--- src/sv/tesb_pkg.sv ---
// ----------------------------------------------------------------------------
// tesb_pkg
// Shared types and constants for the equal-split trajectory box extractor:
// input and result words, running bounds and the shared unit's operation codes.
// ----------------------------------------------------------------------------
package tesb_pkg;

  // clamps applied to the sequence length and the box target
  localparam int unsigned MAX_INSTANTS = 65535;
  localparam int unsigned MAX_BOXES    = 1000;
  localparam int unsigned BOXES_RESET  = 10;

  // register map: register index taken from paddr[2]
  localparam logic REG_BOXES_WANTED = 1'b0;

  // one trajectory instant
  typedef struct packed {
    logic signed [31:0] pos_x;
    logic signed [31:0] pos_y;
    logic signed [63:0] stamp;
    logic        [15:0] seq_length;
  } in_word_t;

  // one bounding box
  typedef struct packed {
    logic signed [31:0] box_xmin;
    logic signed [31:0] box_xmax;
    logic signed [31:0] box_ymin;
    logic signed [31:0] box_ymax;
    logic signed [63:0] box_tmin;
    logic signed [63:0] box_tmax;
    logic        [9:0]  box_number;
    logic               last_box;
  } out_word_t;

  // running bounds of the open box
  typedef struct packed {
    logic signed [31:0] xmin;
    logic signed [31:0] xmax;
    logic signed [31:0] ymin;
    logic signed [31:0] ymax;
    logic signed [63:0] tmin;
    logic signed [63:0] tmax;
  } bounds_t;

  // operation of the shared compare unit
  typedef enum logic [2:0] {
    OP_XMIN = 3'd0,
    OP_XMAX = 3'd1,
    OP_YMIN = 3'd2,
    OP_YMAX = 3'd3,
    OP_TMIN = 3'd4,
    OP_TMAX = 3'd5,
    OP_DIV  = 3'd6
  } op_t;

endpackage

--- src/sv/tesb_cmp_unit.sv ---
// ----------------------------------------------------------------------------
// tesb_cmp_unit
// Shared signed 64-bit less-than unit with operand selection: serves the six
// bound updates of an instant and each step of the group-size division.
// ----------------------------------------------------------------------------
module tesb_cmp_unit (
  input  tesb_pkg::op_t       op,
  input  logic signed [31:0]  pos_x,
  input  logic signed [31:0]  pos_y,
  input  logic signed [63:0]  stamp,
  input  tesb_pkg::bounds_t   bnd,
  input  logic        [11:0]  div_rem,
  input  logic        [9:0]   div_den,
  output logic                lt
);

  logic signed [63:0] opa;
  logic signed [63:0] opb;

  // operand select: lt means the first operand is below the second
  always_comb begin
    unique case (op)
      tesb_pkg::OP_XMIN: begin
        opa = {{32{pos_x[31]}}, pos_x};
        opb = {{32{bnd.xmin[31]}}, bnd.xmin};
      end
      tesb_pkg::OP_XMAX: begin
        opa = {{32{bnd.xmax[31]}}, bnd.xmax};
        opb = {{32{pos_x[31]}}, pos_x};
      end
      tesb_pkg::OP_YMIN: begin
        opa = {{32{pos_y[31]}}, pos_y};
        opb = {{32{bnd.ymin[31]}}, bnd.ymin};
      end
      tesb_pkg::OP_YMAX: begin
        opa = {{32{bnd.ymax[31]}}, bnd.ymax};
        opb = {{32{pos_y[31]}}, pos_y};
      end
      tesb_pkg::OP_TMIN: begin
        opa = stamp;
        opb = bnd.tmin;
      end
      tesb_pkg::OP_TMAX: begin
        opa = bnd.tmax;
        opb = stamp;
      end
      default: begin
        // division step: partial remainder against the divisor
        opa = {52'd0, div_rem};
        opb = {54'd0, div_den};
      end
    endcase
  end

  assign lt = (opa < opb);

endmodule

--- src/sv/trajectory_equal_split_boxes.sv ---
// ----------------------------------------------------------------------------
// trajectory_equal_split_boxes
// Splits the segments of a trajectory into equal groups and emits one
// spatio-temporal bounding box per group.
// ----------------------------------------------------------------------------
// usage
//   in channel : one instant per word (x, y, stamp, sequence length), valid/ready
//   out channel: one box word when a group closes, valid/ready, held in an
//                output register so the result waits without holding up input
//   cfg port   : APB-style, boxes_wanted at byte address 0, read back anytime
// sequencing
//   one shared 64-bit compare unit does all the work under a small sequencer;
//   in_ready is high only while the sequencer is idle
//   first instant of a sequence: an accept step, then 17 division steps for
//   the group size (one quotient bit per step), then back to idle
//   later instants: an accept step, then the xmin, xmax, ymin, ymax, tmin and
//   tmax compare steps, and an emit step when a box closes
//   a one-instant sequence goes from its accept step straight to the emit step
// reset and stall
//   rst_n (synchronous) clears the sequence counters and sets boxes_wanted to
//   10; if a box is ready while the output register still holds an untaken
//   box, the sequencer waits in its emit step until the receiver takes it
// ----------------------------------------------------------------------------
module trajectory_equal_split_boxes (
  input  logic                 clk,
  input  logic                 rst_n,
  input  logic                 in_valid,
  output logic                 in_ready,
  input  tesb_pkg::in_word_t   in_data,
  output logic                 out_valid,
  input  logic                 out_ready,
  output tesb_pkg::out_word_t  out_data,
  input  logic                 cfg_psel,
  input  logic                 cfg_penable,
  input  logic                 cfg_pwrite,
  input  logic [2:0]           cfg_paddr,
  input  logic [31:0]          cfg_pwdata,
  output logic [31:0]          cfg_prdata,
  output logic                 cfg_pready
);

  typedef enum logic [3:0] {
    S_IDLE = 4'b0001,
    S_CMP  = 4'b0010,
    S_DIV  = 4'b0100,
    S_EMIT = 4'b1000
  } state_t;

  localparam logic [4:0] DIV_LAST = 5'd16;

  // control
  state_t        state_r, state_nxt;
  tesb_pkg::op_t op_r, op_nxt;
  logic [4:0]    cnt_r, cnt_nxt;
  logic [15:0]   idx_r, idx_nxt;
  logic [15:0]   grp_r, grp_nxt;
  logic [15:0]   seg_r, seg_nxt;
  logic [9:0]    boxes_r, boxes_nxt;
  logic          last_r, last_nxt;
  logic          out_valid_r, out_valid_nxt;
  logic [9:0]    bw_r, bw_nxt;

  // datapath
  logic signed [31:0]  x_r, x_nxt;
  logic signed [31:0]  y_r, y_nxt;
  logic signed [63:0]  t_r, t_nxt;
  logic [15:0]         len_r, len_nxt;
  logic [9:0]          k_r, k_nxt;
  logic [16:0]         num_r, num_nxt;
  logic [10:0]         rem_r, rem_nxt;
  tesb_pkg::bounds_t   bnd_r, bnd_nxt;
  tesb_pkg::out_word_t out_r, out_nxt;

  logic        in_fire;
  logic        out_load;
  logic        cmp_lt;
  logic [11:0] rem_sh;
  logic [15:0] len_in;
  logic [9:0]  k_in;
  logic [15:0] seg_inc;
  logic [15:0] idx_inc;
  logic        close_last;
  logic        cfg_wr;

  assign in_ready   = (state_r == S_IDLE);
  assign in_fire    = in_valid && in_ready;
  assign out_valid  = out_valid_r;
  assign out_data   = out_r;
  assign rem_sh     = {rem_r, num_r[16]};
  assign seg_inc    = seg_r + 16'd1;
  assign idx_inc    = idx_r + 16'd1;
  assign close_last = (idx_inc == 16'd0) || (idx_inc >= len_r);

  // shared compare unit
  tesb_cmp_unit u_cmp (
    .op      (op_r),
    .pos_x   (x_r),
    .pos_y   (y_r),
    .stamp   (t_r),
    .bnd     (bnd_r),
    .div_rem (rem_sh),
    .div_den (k_r),
    .lt      (cmp_lt)
  );

  // config port
  assign cfg_pready = 1'b1;
  assign cfg_wr     = cfg_psel && cfg_penable && cfg_pwrite;
  assign cfg_prdata = (cfg_paddr[2] == tesb_pkg::REG_BOXES_WANTED) ? {22'd0, bw_r} : 32'd0;
  assign bw_nxt     = (cfg_wr && cfg_paddr[2] == tesb_pkg::REG_BOXES_WANTED)
                      ? cfg_pwdata[9:0] : bw_r;

  // clamp incoming length and box target
  always_comb begin
    len_in = in_data.seq_length;
    if (len_in == 16'd0) begin
      len_in = 16'd1;
    end
    if ({1'b0, len_in} > 17'(tesb_pkg::MAX_INSTANTS)) begin
      len_in = 16'(tesb_pkg::MAX_INSTANTS);
    end
    k_in = bw_r;
    if (k_in == 10'd0) begin
      k_in = 10'd1;
    end
    if (k_in > 10'(tesb_pkg::MAX_BOXES)) begin
      k_in = 10'(tesb_pkg::MAX_BOXES);
    end
  end

  assign out_load = (state_r == S_EMIT) && (!out_valid_r || out_ready);

  // sequencer
  always_comb begin
    state_nxt = state_r;
    op_nxt    = op_r;
    cnt_nxt   = cnt_r;
    idx_nxt   = idx_r;
    grp_nxt   = grp_r;
    seg_nxt   = seg_r;
    boxes_nxt = boxes_r;
    last_nxt  = last_r;
    x_nxt     = x_r;
    y_nxt     = y_r;
    t_nxt     = t_r;
    len_nxt   = len_r;
    k_nxt     = k_r;
    num_nxt   = num_r;
    rem_nxt   = rem_r;
    bnd_nxt   = bnd_r;
    out_nxt   = out_r;

    unique case (state_r)
      S_IDLE: begin
        if (in_fire) begin
          x_nxt   = in_data.pos_x;
          y_nxt   = in_data.pos_y;
          t_nxt   = in_data.stamp;
          len_nxt = len_in;
          if (idx_r == 16'd0) begin
            // sequence start: open the first box
            bnd_nxt.xmin = in_data.pos_x;
            bnd_nxt.xmax = in_data.pos_x;
            bnd_nxt.ymin = in_data.pos_y;
            bnd_nxt.ymax = in_data.pos_y;
            bnd_nxt.tmin = in_data.stamp;
            bnd_nxt.tmax = in_data.stamp;
            seg_nxt      = 16'd0;
            boxes_nxt    = 10'd0;
            if (len_in <= 16'd1) begin
              last_nxt  = 1'b1;
              state_nxt = S_EMIT;
            end else begin
              k_nxt     = k_in;
              num_nxt   = 17'(len_in - 16'd1) + 17'(k_in - 10'd1);
              rem_nxt   = 11'd0;
              cnt_nxt   = 5'd0;
              op_nxt    = tesb_pkg::OP_DIV;
              state_nxt = S_DIV;
            end
          end else begin
            op_nxt    = tesb_pkg::OP_XMIN;
            state_nxt = S_CMP;
          end
        end
      end

      S_DIV: begin
        // restoring division, one quotient bit per step
        num_nxt = {num_r[15:0], !cmp_lt};
        rem_nxt = cmp_lt ? rem_sh[10:0] : 11'(rem_sh - {2'd0, k_r});
        cnt_nxt = cnt_r + 5'd1;
        if (cnt_r == DIV_LAST) begin
          grp_nxt   = (num_nxt[15:0] == 16'd0) ? 16'd1 : num_nxt[15:0];
          idx_nxt   = 16'd1;
          state_nxt = S_IDLE;
        end
      end

      S_CMP: begin
        // widen one bound per cycle
        unique case (op_r)
          tesb_pkg::OP_XMIN: begin
            if (cmp_lt) bnd_nxt.xmin = x_r;
            op_nxt = tesb_pkg::OP_XMAX;
          end
          tesb_pkg::OP_XMAX: begin
            if (cmp_lt) bnd_nxt.xmax = x_r;
            op_nxt = tesb_pkg::OP_YMIN;
          end
          tesb_pkg::OP_YMIN: begin
            if (cmp_lt) bnd_nxt.ymin = y_r;
            op_nxt = tesb_pkg::OP_YMAX;
          end
          tesb_pkg::OP_YMAX: begin
            if (cmp_lt) bnd_nxt.ymax = y_r;
            op_nxt = tesb_pkg::OP_TMIN;
          end
          tesb_pkg::OP_TMIN: begin
            if (cmp_lt) bnd_nxt.tmin = t_r;
            op_nxt = tesb_pkg::OP_TMAX;
          end
          default: begin
            // last bound, then decide whether the group closes
            if (cmp_lt) bnd_nxt.tmax = t_r;
            seg_nxt  = seg_inc;
            idx_nxt  = idx_inc;
            last_nxt = close_last;
            if (close_last || seg_inc >= grp_r) begin
              state_nxt = S_EMIT;
            end else begin
              state_nxt = S_IDLE;
            end
          end
        endcase
      end

      S_EMIT: begin
        if (out_load) begin
          out_nxt.box_xmin   = bnd_r.xmin;
          out_nxt.box_xmax   = bnd_r.xmax;
          out_nxt.box_ymin   = bnd_r.ymin;
          out_nxt.box_ymax   = bnd_r.ymax;
          out_nxt.box_tmin   = bnd_r.tmin;
          out_nxt.box_tmax   = bnd_r.tmax;
          out_nxt.box_number = boxes_r;
          out_nxt.last_box   = last_r;
          seg_nxt            = 16'd0;
          if (last_r) begin
            idx_nxt   = 16'd0;
            boxes_nxt = 10'd0;
          end else begin
            // boundary instant opens the next box
            bnd_nxt.xmin = x_r;
            bnd_nxt.xmax = x_r;
            bnd_nxt.ymin = y_r;
            bnd_nxt.ymax = y_r;
            bnd_nxt.tmin = t_r;
            bnd_nxt.tmax = t_r;
            boxes_nxt    = boxes_r + 10'd1;
          end
          state_nxt = S_IDLE;
        end
      end

      default: begin
        state_nxt = S_IDLE;
      end
    endcase
  end

  // output register valid
  always_comb begin
    out_valid_nxt = out_valid_r;
    if (out_load) begin
      out_valid_nxt = 1'b1;
    end else if (out_ready) begin
      out_valid_nxt = 1'b0;
    end
  end

  // control registers
  always_ff @(posedge clk) begin
    if (!rst_n) begin
      state_r     <= S_IDLE;
      op_r        <= tesb_pkg::OP_XMIN;
      cnt_r       <= 5'd0;
      idx_r       <= 16'd0;
      grp_r       <= 16'd0;
      seg_r       <= 16'd0;
      boxes_r     <= 10'd0;
      last_r      <= 1'b0;
      out_valid_r <= 1'b0;
      bw_r        <= 10'(tesb_pkg::BOXES_RESET);
    end else begin
      state_r     <= state_nxt;
      op_r        <= op_nxt;
      cnt_r       <= cnt_nxt;
      idx_r       <= idx_nxt;
      grp_r       <= grp_nxt;
      seg_r       <= seg_nxt;
      boxes_r     <= boxes_nxt;
      last_r      <= last_nxt;
      out_valid_r <= out_valid_nxt;
      bw_r        <= bw_nxt;
    end
  end

  // payload registers
  always_ff @(posedge clk) begin
    x_r   <= x_nxt;
    y_r   <= y_nxt;
    t_r   <= t_nxt;
    len_r <= len_nxt;
    k_r   <= k_nxt;
    num_r <= num_nxt;
    rem_r <= rem_nxt;
    bnd_r <= bnd_nxt;
    out_r <= out_nxt;
  end

  // a closed final box restarts the sequence
  a_last_restarts: assert property (@(posedge clk) disable iff (!rst_n)
    (out_load && last_r) |=> (idx_r == 16'd0 && boxes_r == 10'd0))
    else $error("sequence not restarted after final box");

  // mid-sequence the group size is known
  a_group_set: assert property (@(posedge clk) disable iff (!rst_n)
    (idx_r != 16'd0) |-> (grp_r != 16'd0))
    else $error("group size zero inside a sequence");

  // a non-final box advances the box count by one
  a_box_count: assert property (@(posedge clk) disable iff (!rst_n)
    (out_load && !last_r) |=> (boxes_r == $past(boxes_r) + 10'd1))
    else $error("box count did not advance");

  // a box is never loaded over one still waiting
  a_no_overwrite: assert property (@(posedge clk) disable iff (!rst_n)
    (out_valid_r && !out_ready) |=> (out_valid_r && $stable(out_r)))
    else $error("waiting box overwritten");

endmodule

--- config.mk ---
export PLATFORM = sky130hd
export DESIGN_NAME = trajectory_equal_split_boxes
export DESIGN_NICKNAME = d
export VERILOG_FILES = /design/src/sv/tesb_pkg.sv /design/src/sv/tesb_cmp_unit.sv /design/src/sv/trajectory_equal_split_boxes.sv
export SDC_FILE = /design/constraint.sdc
export NUM_CORES = 1
export LEC_CHECK = 0
export BUFFER_PORTS_ARGS = -buffer_cell sky130_fd_sc_hd__buf_2
export CORE_MARGIN = 3
export CORE_UTILIZATION = 50
export CTS_CLUSTER_SIZE = 30
export DETAILED_ROUTE_END_ITERATION = 8
export MAX_ROUTING_LAYER = met4
export PLACE_DENSITY = 0.71
export SLEW_MARGIN = 25
export SYNTH_ARGS = -nofsm -noshare
export SYNTH_HDL_FRONTEND = slang
export SYNTH_SLANG_ARGS = --single-unit
--- constraint.sdc ---
create_clock -name clk -period 24.6 [get_ports clk]
set_clock_uncertainty 0.2 [all_clocks]
set_input_delay 0 -clock clk [delete_from_list [all_inputs] [get_ports clk]]
set_output_delay 0 -clock clk [all_outputs]
set_load 0.005 [all_outputs]
* Word-level counts from Yosys, hierarchy flattened
Cells that the tools add are included.
Storage, ports and cells: register bits 787, bits of input ports 186, output and inout port bits 302, word-level logic and storage cells 182
Cells by class: add/subtract/negate cells 8, magnitude comparators 5, eq/ne operators 27, muxes and demuxes 69, bitwise operators 2, reductions and logical operators 40
Operators with widths (count):
- 2-to-1 mux 256 bit | 4
- case mux 256 bit (3 select lines) | 1
- case mux 64 bit (6 select lines) | 2
- 2-to-1 mux 32 bit | 6
- 2-to-1 mux 64 bit | 3
- 2-to-1 mux 16 bit | 10
- case mux 16 bit (3 select lines) | 2
- 2-to-1 mux 10 bit | 7
- logical NOT 16 bit | 4
- < comparator 64 bit | 1
- 2-to-1 mux 17 bit | 3
- 2-to-1 mux 11 bit | 4
- AND reduction 7 bit | 6
- case mux 17 bit (2 select lines) | 1
- adder 16 x 1 -> 16 bit, second input constant | 2
- greater-or-equal comparator 16 bit | 2
- 2-to-1 mux 4 bit | 7
- case mux 11 bit (2 select lines) | 1
- case mux 10 bit (2 select lines) | 1
- AND reduction 4 bit | 5
- adder 17 bit | 1
- subtractor 16 x 1 -> 17 bit, second input constant | 1
- less-or-equal comparator 16 x 1 -> 1 bit, second input constant | 1
- inequality test 2 x 1 -> 1 bit, second input constant | 8
- 35 further kinds | 68

* Logic depth before layout (Yosys ltp)
Gate-level depths: netlist of run 1.
depth after elaboration 10, depth in mapped cells 21, depth with buffers taken out 20

* By module
Synthesis of run 1 repeated with hierarchy kept, for this count alone.
Second synthesis, totals: cells, all modules 2759, area total of the unflattened synthesis 34939.8 sq um
By module, submodules not included:
- trajectory_equal_split_boxes | times used 1, cells each 2107, area each 30051.3 sq um
- tesb_cmp_unit | times used 1, cells each 652, area each 4888.4 sq um

* Worst setup path before layout of run 1
Ideal clock, no wire load.
path type reg-to-reg, start point reg state_r[0], end point reg out_r (netlist bit out_data[0]), enable pin, setup time 0.900 ns, data arrival time 11.752 ns, required time 23.500 ns, slack 11.748 ns, cell stages (with the launch flop) 4, cell sequence dfxtp_1 > nor2_1 > nand3b_1 > nor2_1
On the way: longest elaborated chain between the ends 3
RTL lines:
- from (decl) | line trajectory_equal_split_boxes.sv:52 | state_t state_r, state_nxt;
- from (signal assigned) | line trajectory_equal_split_boxes.sv:296 | state_r <= state_nxt;
- == test 4 bit | line trajectory_equal_split_boxes.sv:131 | assign out_load = (state_r == S_EMIT) && (!out_valid_r || out_ready);
- logical AND 1 bit | line trajectory_equal_split_boxes.sv:131
- via out_load | line trajectory_equal_split_boxes.sv:75 | logic out_load;
- AND reduction 2 bit (no line)
- to (signal assigned) | line trajectory_equal_split_boxes.sv:319 | out_r <= out_nxt;
- to (decl) | line trajectory_equal_split_boxes.sv:72 | tesb_pkg::out_word_t out_r, out_nxt;
The timed path passes the listed nets, and every way through them passes these cells. A chain may end at the register's enable or synchronous reset.

* Worst setup path after layout of run 1
start point reg op_r[1], end point reg bnd_r[56] in the netlist's numbering, enable pin
On the way: longest elaborated chain between the ends 5
RTL lines:
- from (decl) | line trajectory_equal_split_boxes.sv:53 | tesb_pkg::op_t op_r, op_nxt;
- from (signal assigned) | line trajectory_equal_split_boxes.sv:286 | op_r <= tesb_pkg::OP_XMIN;
- from (signal assigned) | line trajectory_equal_split_boxes.sv:297 | op_r <= op_nxt;
- == test 3 bit (tied with other cells) | line tesb_cmp_unit.sv:22 | unique case (op)
- case mux 64 bit (6 select lines) | line tesb_cmp_unit.sv:22
- < comparator 64 bit | line tesb_cmp_unit.sv:55 | assign lt = (opa < opb);
- inequality test 2 bit (no line)
- AND reduction 7 bit (no line) (*)
- to (signal assigned) | line trajectory_equal_split_boxes.sv:318 | bnd_r <= bnd_nxt;
- to (decl) | line trajectory_equal_split_boxes.sv:71 | tesb_pkg::bounds_t bnd_r, bnd_nxt;
Mark *: on every way between the ends. The rest lies on a longest branch, timed or not.

==> results of run 1 <==
power by group through the flow:
stage	logic, uW	registers (uW)	clock network [uW]
3_5_place_dp	1140	1970	0
6_report	1200	1960	1360
4_1_cts	1200	1950	1380
5_1_grt	1310	1980	1430
2_1_floorplan	751	1930	0
3_3_place_gp	1120	1960	0
cell usage after synthesis, types with 5 or more instances:
cell type,number,area share
edfxtp_1,705,0.61
ha_1,142,0.052
mux2_2,140,0.046
nand2_1,124,0.014
inv_1,108,0.012
clkbuf_1,104,0.011
o21ai_0,87,0.013
nor2_1,84,0.0091
dfxtp_1,82,0.048
a22oi_1,80,0.017
nand3_1,73,0.011
a221oi_1,66,0.017
a221o_1,59,0.017
a21oi_1,57,0.0083
nor2b_1,35,0.0064
xor2_1,34,0.0086
mux2i_1,26,0.0076
and2_1,24,0.0044
buf_4,24,0.0052
a22o_1,23,0.0058
nor3_1,23,0.0033
xnor2_1,23,0.0058
and3_1,22,0.0040
a21boi_0,21,0.0046
nand4_1,21,0.0038
a21o_1,20,0.0044
o21ai_1,19,0.0028
buf_2,16,0.0023
nor4_1,16,0.0029
o21a_1,15,0.0033
buf_1,13,0.0014
a211oi_1,12,0.0026
nand2b_1,10,0.0018
mux4_2,8,0.0052
nand3b_1,8,0.0017
o211ai_1,8,0.0017
and4_1,6,0.0015
o31ai_1,5,0.0011
or3_1,5,0.00091
through the flow:
step	hold slack, ps	power [uW]	utilization	worst slack, ps
6_report	31.5	4520	0.649	16440
5_1_grt	25.0	4720	0.649	16100
4_1_cts	0.436	4520	0.648	16500
3_5_place_dp	-7.95	3110	0.554	16590
3_3_place_gp	-10.3	3080	0.554	16700
2_1_floorplan	-101	2680	-	11750
kinds of logic (layout without fill, tap and decap cells):
| group | Yosys count | after routing | synth area share |
|---|---|---|---|
| flops | 787 | 787 | 0.662 |
| buf+inv | 267 | 1072 | 0.0327 |
| xor+xnor | 57 | 57 | 0.0145 |
| simple gates | 475 | 475 | 0.0703 |
| other cells | 2 | 38 | 0.000218 |
| compound gates | 510 | 510 | 0.109 |
| fa+ha+maj | 144 | 144 | 0.0527 |
| mux | 175 | 175 | 0.0590 |
path summary, 6_finish.rpt:
check | startpoint | endpoint
setup reg to reg | op_r[1] | bnd_r[56]
hold reg to reg | bnd_r[49] | out_data[60]
hold / removal | in_data[124] | bnd_r[204]
setup / recovery | op_r[1] | bnd_r[56]
metal layers:
metal / part of all wire / vias up / track usage
met5: 0 / - / -
met4: 0.034 / 0 / 0.0975
met3: 0.082 / 230 / 0.0443
met2: 0.49 / 1260 / 0.458
met1: 0.39 / 12100 / 0.352
li1: - / 10900 / -
worst register-to-register path: stages, from the launching register on:
cell       delay, ps
dfxtp_2          640
buf_4            590
and2_2           720
buf_4            560
a221o_1          270
buf_4            420
a221oi_1         140
ha_1             380
nand4_1          160
nor2_1            60
a2111oi_0        350
a2111oi_0        250
nor4_1           500
o21ai_0          190
mux2i_1          260
o211ai_4         120
buf_4            280
a221oi_4         430
buf_4            530
buf_4            650
final cells by class:
cell class	count	area, um^2	area share
clock inverters	58	847	0.0193
diodes	9	22.5	0.000512
repair buffers	812	5880	0.134
clock buffers	94	2150	0.0489
multi-input cells	1390	10800	0.245
well taps	873	1090	0.0248
flip-flops and latches	787	22800	0.519
inverters	108	405	0.00922
registers in the layout (all words and copies together) (netlist names), 17 cells and up:
signal / cells
x_r: 32
num_r: 17
y_r: 32
t_r: 64
bnd_r: 256
out_data: 267
==> flow_metrics.py, run 1 <==
metrics = {
    "cells_and_area": {
        "nNetsFinal": 3512,
        "drive_gt1_frac": 0.247,
        "finalNonFillerCells": 4131,
        "syn2layout_area_growth_pct": 27.6,
        "final_common_cell": "edfxtp_1",
        "fillers": 4798,
        "layout_common_cells": "edfxtp_1 (705), buf_2 (440), dlygate4sd3_1 (332), ha_1 (142), mux2_2 (140)",
        "design_area_um2": 44000,
    },
    "clock_network": {
        "insertion_delay_ps": 650,
        "post-cts-setup-buffers": 0,
        "clock_path_buffers": 3,
        "ctsHoldBuffers": 332,
        "tritoncts": "yes",
        "cts_resized": 0,
        "cts.sinks": 787,
        "cts_max_level": 3,
        "clkTransAtPathRegs_ps": 60,
        "cts_buffers": 83,
        "cts-root-buf": "clkbuf_16",
    },
    "setup_path": {
        "crit_required_ps": 24640,
        "cp.arrival_ps": 8210,
        "crit_path_max_incr_delay_ps": 700,
        "cp_cell_sequence": "buf_4 > and2_2 > buf_4 > a221o_1 > buf_4 > a221oi_1 > ha_1 > nand4_1 > nor2_1 > a2111oi_0 > a2111oi_0 > nor4_1 > o21ai_0 > mux2i_1 > o211ai_4 > buf_4 > a221oi_4 > buf_4 > buf_4",
        "ff2ff_path_depth": 19,
        "r2r_slack_ps": 16440,
        "critPathBufInv": 6,
        "cp.depth": 19,
        "cpMaxStageDelayCell": "and2_2",
        "crit_top_cell": "buf_4",
        "worstSetupStartpointType": "flip-flop",
        "cpLargestDelayFamily": "buffers and inverters",
        "setup.worst_path.class": "flip-flop to flip-flop",
        "crit_fanout": 46,
        "end_kind": "flip-flop",
    },
    "flow_run": {
        "cap_violations": 0,
    },
    "global_routing": {
        "grt_pass1_vias": 24500,
        "grt_start_max_net_pins": 176,
        "grt_pass1_wl_mm": 148,
        "gr-usage-all-layers": 0.278,
        "overflow": 0,
        "antenna_found_initial": 7,
    },
    "timing": {
        "rsz0062_at_grt": "no",
        "final-setup-viol-count": 0,
        "max_freq_ghz": 0.123,
        "tightest_slew_ps": 1190,
        "finalHoldViolCount": 0,
        "min_period_ps": 8160,
        "post-route-period-util": 0.332,
        "timing.slew.headroom": 0.207,
        "fin_setup_tns_ps": 0,
        "drv_slew": 0,
    },
    "placed_design": {
        "hpwl_mm": 62.2,
        "place.gp.congestion": 0.902,
        "place_inst": 3635,
        "io_buffers": 440,
        "dpl-instance-area_um2": 37600,
    },
    "power": {
        "combinationalPowerShare": 0.266,
        "vdd_drop_max_uv": 86.0,
        "swShare": 0.323,
        "pwr-share-clk": 0.302,
        "power.density_nw_per_um2": 103,
        "p_int_uw": 3060,
        "pwr-share-seq": 0.432,
        "power_switching_uw": 1460,
        "cellLeakagePower_uw": 0.0168,
    },
    "logic_synthesis": {
        "synth_area_um2": 34500,
        "synth-seq-area-share": 0.662,
        "synth.ff_latch_count": 787,
        "postSynthAreaPerCell_um2": 14.3,
        "syn_inst": 2417,
        "synth_async_sr_flop_share": 0,
        "synth_cell_types": 78,
        "synth_ff_type": "edfxtp_1",
        "synth_edf_count": 705,
        "yosysWarnings": 0,
    },
    "die": {
        "die_w_um": 269,
        "dieArea_um2": 72100,
        "coreArea_um2": 67800,
        "start_util": 0.509,
        "row_count": 95,
        "ios": 488,
        "die_h_um": 269,
    },
    "drt": {
        "dr_total_vias": 24400,
        "drt-initial-drc-count": 2667,
        "drc_errors": 0,
        "vias_per_cell": 5.91,
        "drtAntennaViolNets": 0,
        "wl_per_cell_um": 23.9,
        "first_pass_iters": 5,
        "wirelength_mm": 98.8,
    },
    "hold_path": {
        "hold_depth": 3,
        "hold_path_class": "input pin to flip-flop",
    },
    "status": {
        "status": "complete, no violations",
    },
}
No activity file was read; power rests on OpenSTA's default activity.
==> run 2, diff against run 1 <==
- ABC_AREA: default -> 1
- PLACE_DENSITY: 0.71 -> 0.74
- clock period: 24.6 -> 7.2 ns (I/O delays scaled with it)
==> run 2 against run 1 <==
Total power rose to 2.8 times the previous value; sequential share of layout area increased by 0.21 points; core utilization fell by 0.27 points; sequential power grew to 3.0 times the previous value; first-iteration DRC count increased by 29%; setup slack got worse by 16000 ps; clock power rose to 3.2 times the previous value; critical path type unchanged.
==> flow_metrics.py, run 2 <==
metrics = {
    "cells_and_area": {
        "syn2layout_area_growth_pct": 26.8,
        "regArea_um2": 22800,
        "final_common_cell": "edfxtp_1",
        "fillers": 4827,
        "largest_register_ffs": 267,
        "layout_common_cells": "edfxtp_1 (705), nand2_1 (659), buf_2 (440), dlygate4sd3_1 (327), inv_1 (311)",
        "multi_input_area_um2": 9980,
        "fin_util": 0.646,
        "drive_gt1_frac": 0.174,
        "nNetsFinal": 4066,
    },
    "drt": {
        "first_pass_iters": 8,
        "drtAntennaViolNets": 0,
        "wl_per_cell_um": 22.3,
        "wirelength_mm": 105,
        "drt-initial-drc-count": 3437,
        "drc_errors": 0,
        "vias_per_cell": 5.69,
        "dr_total_vias": 26800,
    },
    "timing": {
        "finalHoldViolCount": 0,
        "tightest_slew_ps": 1070,
        "rsz0062_at_grt": "no",
        "timing.slew.headroom": 0.289,
        "drv_slew": 0,
        "post-route-period-util": 0.882,
        "max_freq_ghz": 0.157,
        "fin_setup_tns_ps": 0,
        "min_period_ps": 6350,
        "final-setup-viol-count": 0,
    },
    "hold_path": {
        "hold_path_class": "input pin to flip-flop",
    },
    "setup_path": {
        "crit_required_ps": 7230,
        "cp.arrival_ps": 6380,
        "worstSetupStartpointType": "flip-flop",
        "end_kind": "flip-flop",
        "crit_fanout": 49,
        "r2r_slack_ps": 850,
        "setup.worst_path.class": "flip-flop to flip-flop",
    },
    "logic_synthesis": {
        "synth-seq-area-share": 0.661,
        "synth_cell_types": 58,
        "yosysWarnings": 0,
        "syn_inst": 2981,
        "synth_ff_type": "edfxtp_1",
        "yosysMostFrequentCell": "edfxtp_1",
        "synth_edf_count": 705,
        "yosys.area.top_type_share": 0.613,
        "synth_area_um2": 34500,
        "synth_top_area_cell": "edfxtp_1",
        "synth_async_sr_flop_share": 0,
        "synth.ff_latch_count": 787,
        "synth_common_cells": "edfxtp_1 (705), nand2_1 (659), inv_1 (315)",
        "synthTopCellsByArea": "edfxtp_1 (61%), nand2_1 (7.2%), ha_1 (5.1%)",
        "postSynthAreaPerCell_um2": 11.6,
    },
    "clock_network": {
        "clock_path_buffers": 3,
        "cts_max_level": 3,
        "clkTransAtPathRegs_ps": 60,
        "cts_buffers": 81,
        "post-cts-setup-buffers": 0,
        "tritoncts": "yes",
        "insertion_delay_ps": 660,
        "cts.sinks": 787,
        "cts-root-buf": "clkbuf_16",
    },
    "die": {
        "start_util": 0.510,
        "dieArea_um2": 72200,
        "die_w_um": 269,
        "row_count": 95,
        "die_h_um": 269,
        "ios": 488,
        "coreArea_um2": 67800,
    },
    "placed_design": {
        "hpwl_mm": 65.6,
        "io_buffers": 440,
        "place.gp.congestion": 0.923,
    },
    "global_routing": {
        "overflow": 0,
        "grt_pass1_wl_mm": 153,
        "grt_start_max_net_pins": 222,
        "antenna_found_initial": 23,
        "gr-usage-all-layers": 0.292,
        "grt_pass1_vias": 25900,
    },
    "flow_run": {
        "cap_violations": 0,
    },
    "status": {
        "status": "complete, no violations",
    },
    "power": {
        "power.density_nw_per_um2": 284,
        "cellLeakagePower_uw": 0.0174,
        "vdd_drop_max_uv": 194,
    },
}
run 2: changes by cell type after synthesis, moves of 26 or more:
cell,delta
a21oi_1,+77
a221o_1,-58
a22oi_1,-77
inv_1,+207
mux2_2,-140
mux2i_1,-26
nand2_1,+535
nor2_1,+69
nor2b_1,-35
o2111ai_1,+35
o211ai_1,+29
o21ai_0,+89
run 2: final timing paths:
check,startpoint,endpoint,cells past startpoint
worst min-delay path,in_data[104],bnd_r[152],4
worst min register to register,boxes_r[8],out_data[9],0
worst max register to register,op_r[0],bnd_r[127],20
worst max-delay path,op_r[0],bnd_r[127],20
run 2: critical path: stages (launching register included):
cell and delay, ps:
dfxtp_1 620, nor2_1 140, nand2_1 140, buf_4 420
o21ai_0 230, a221oi_4 210, buf_4 460, nand3_1 140
ha_1 480, nand4_1 180, nor3_1 390, nand2_1 150
nor4_1 360, buf_4 190, nand2_2 90, nand3_2 110
nand2_4 170, nand2_2 130, nand2_1 230, nor2_4 160
buf_4 660
run 2: logic make-up after synthesis:
family | share of synthesized area
and+or+nand+nor | 0.120
DFF | 0.661
AOI/OAI and AO/OA | 0.0978
buffers and inverters | 0.0563
adders and majority gates | 0.0526
xor gates and xnor gates | 0.0119
other | 0.000218
run 2: what timing repair did:
item / in CTS / in global routing
gates resized for setup: 0 / 0
hold buffers: 327 / 0
hold endpoints to repair: 476 / 0
run 2: per-layer routing:
layer | GRT usage | routed length, um | vias up
met5 | - | 0 | -
met1 | 0.355 | 38400 | 12700
li1 | - | - | 12100
met4 | 0.138 | 4720 | 0
met2 | 0.463 | 49500 | 1701
met3 | 0.0703 | 12100 | 280
run 2: where the power goes:
group	switching [uW]	total [uW]	internal (uW)	leakage, uW
clock network	1820	4410	2590	0.00136
logic	1450	2210	757	0.00882
registers	257	5830	5570	0.00726
total	3530	12400	8920	0.0174
run 2: area by class of cell:
type | instances | area share
clock inverter | 53 | 0.0150
timing repair buffer | 802 | 0.133
tap | 873 | 0.0249
antenna | 23 | 0.00131
multi-input combinational | 1740 | 0.228
clock buffer | 98 | 0.0492
sequential | 787 | 0.521
inverter | 324 | 0.0279
run 2: through the flow:
step	cells	power (uW)	worst slack [ps]	hold slack (ps)	cell area, um^2
floorplan	3008	7180	439	-101	34600
global placement	4197	7840	1010	-8.45	37600
detailed placement	4197	7900	908	-7.20	37600
CTS	4675	12400	857	2.53	43700
global route	4699	12900	470	36.1	43800
finish	4700	12400	846	30.9	43800
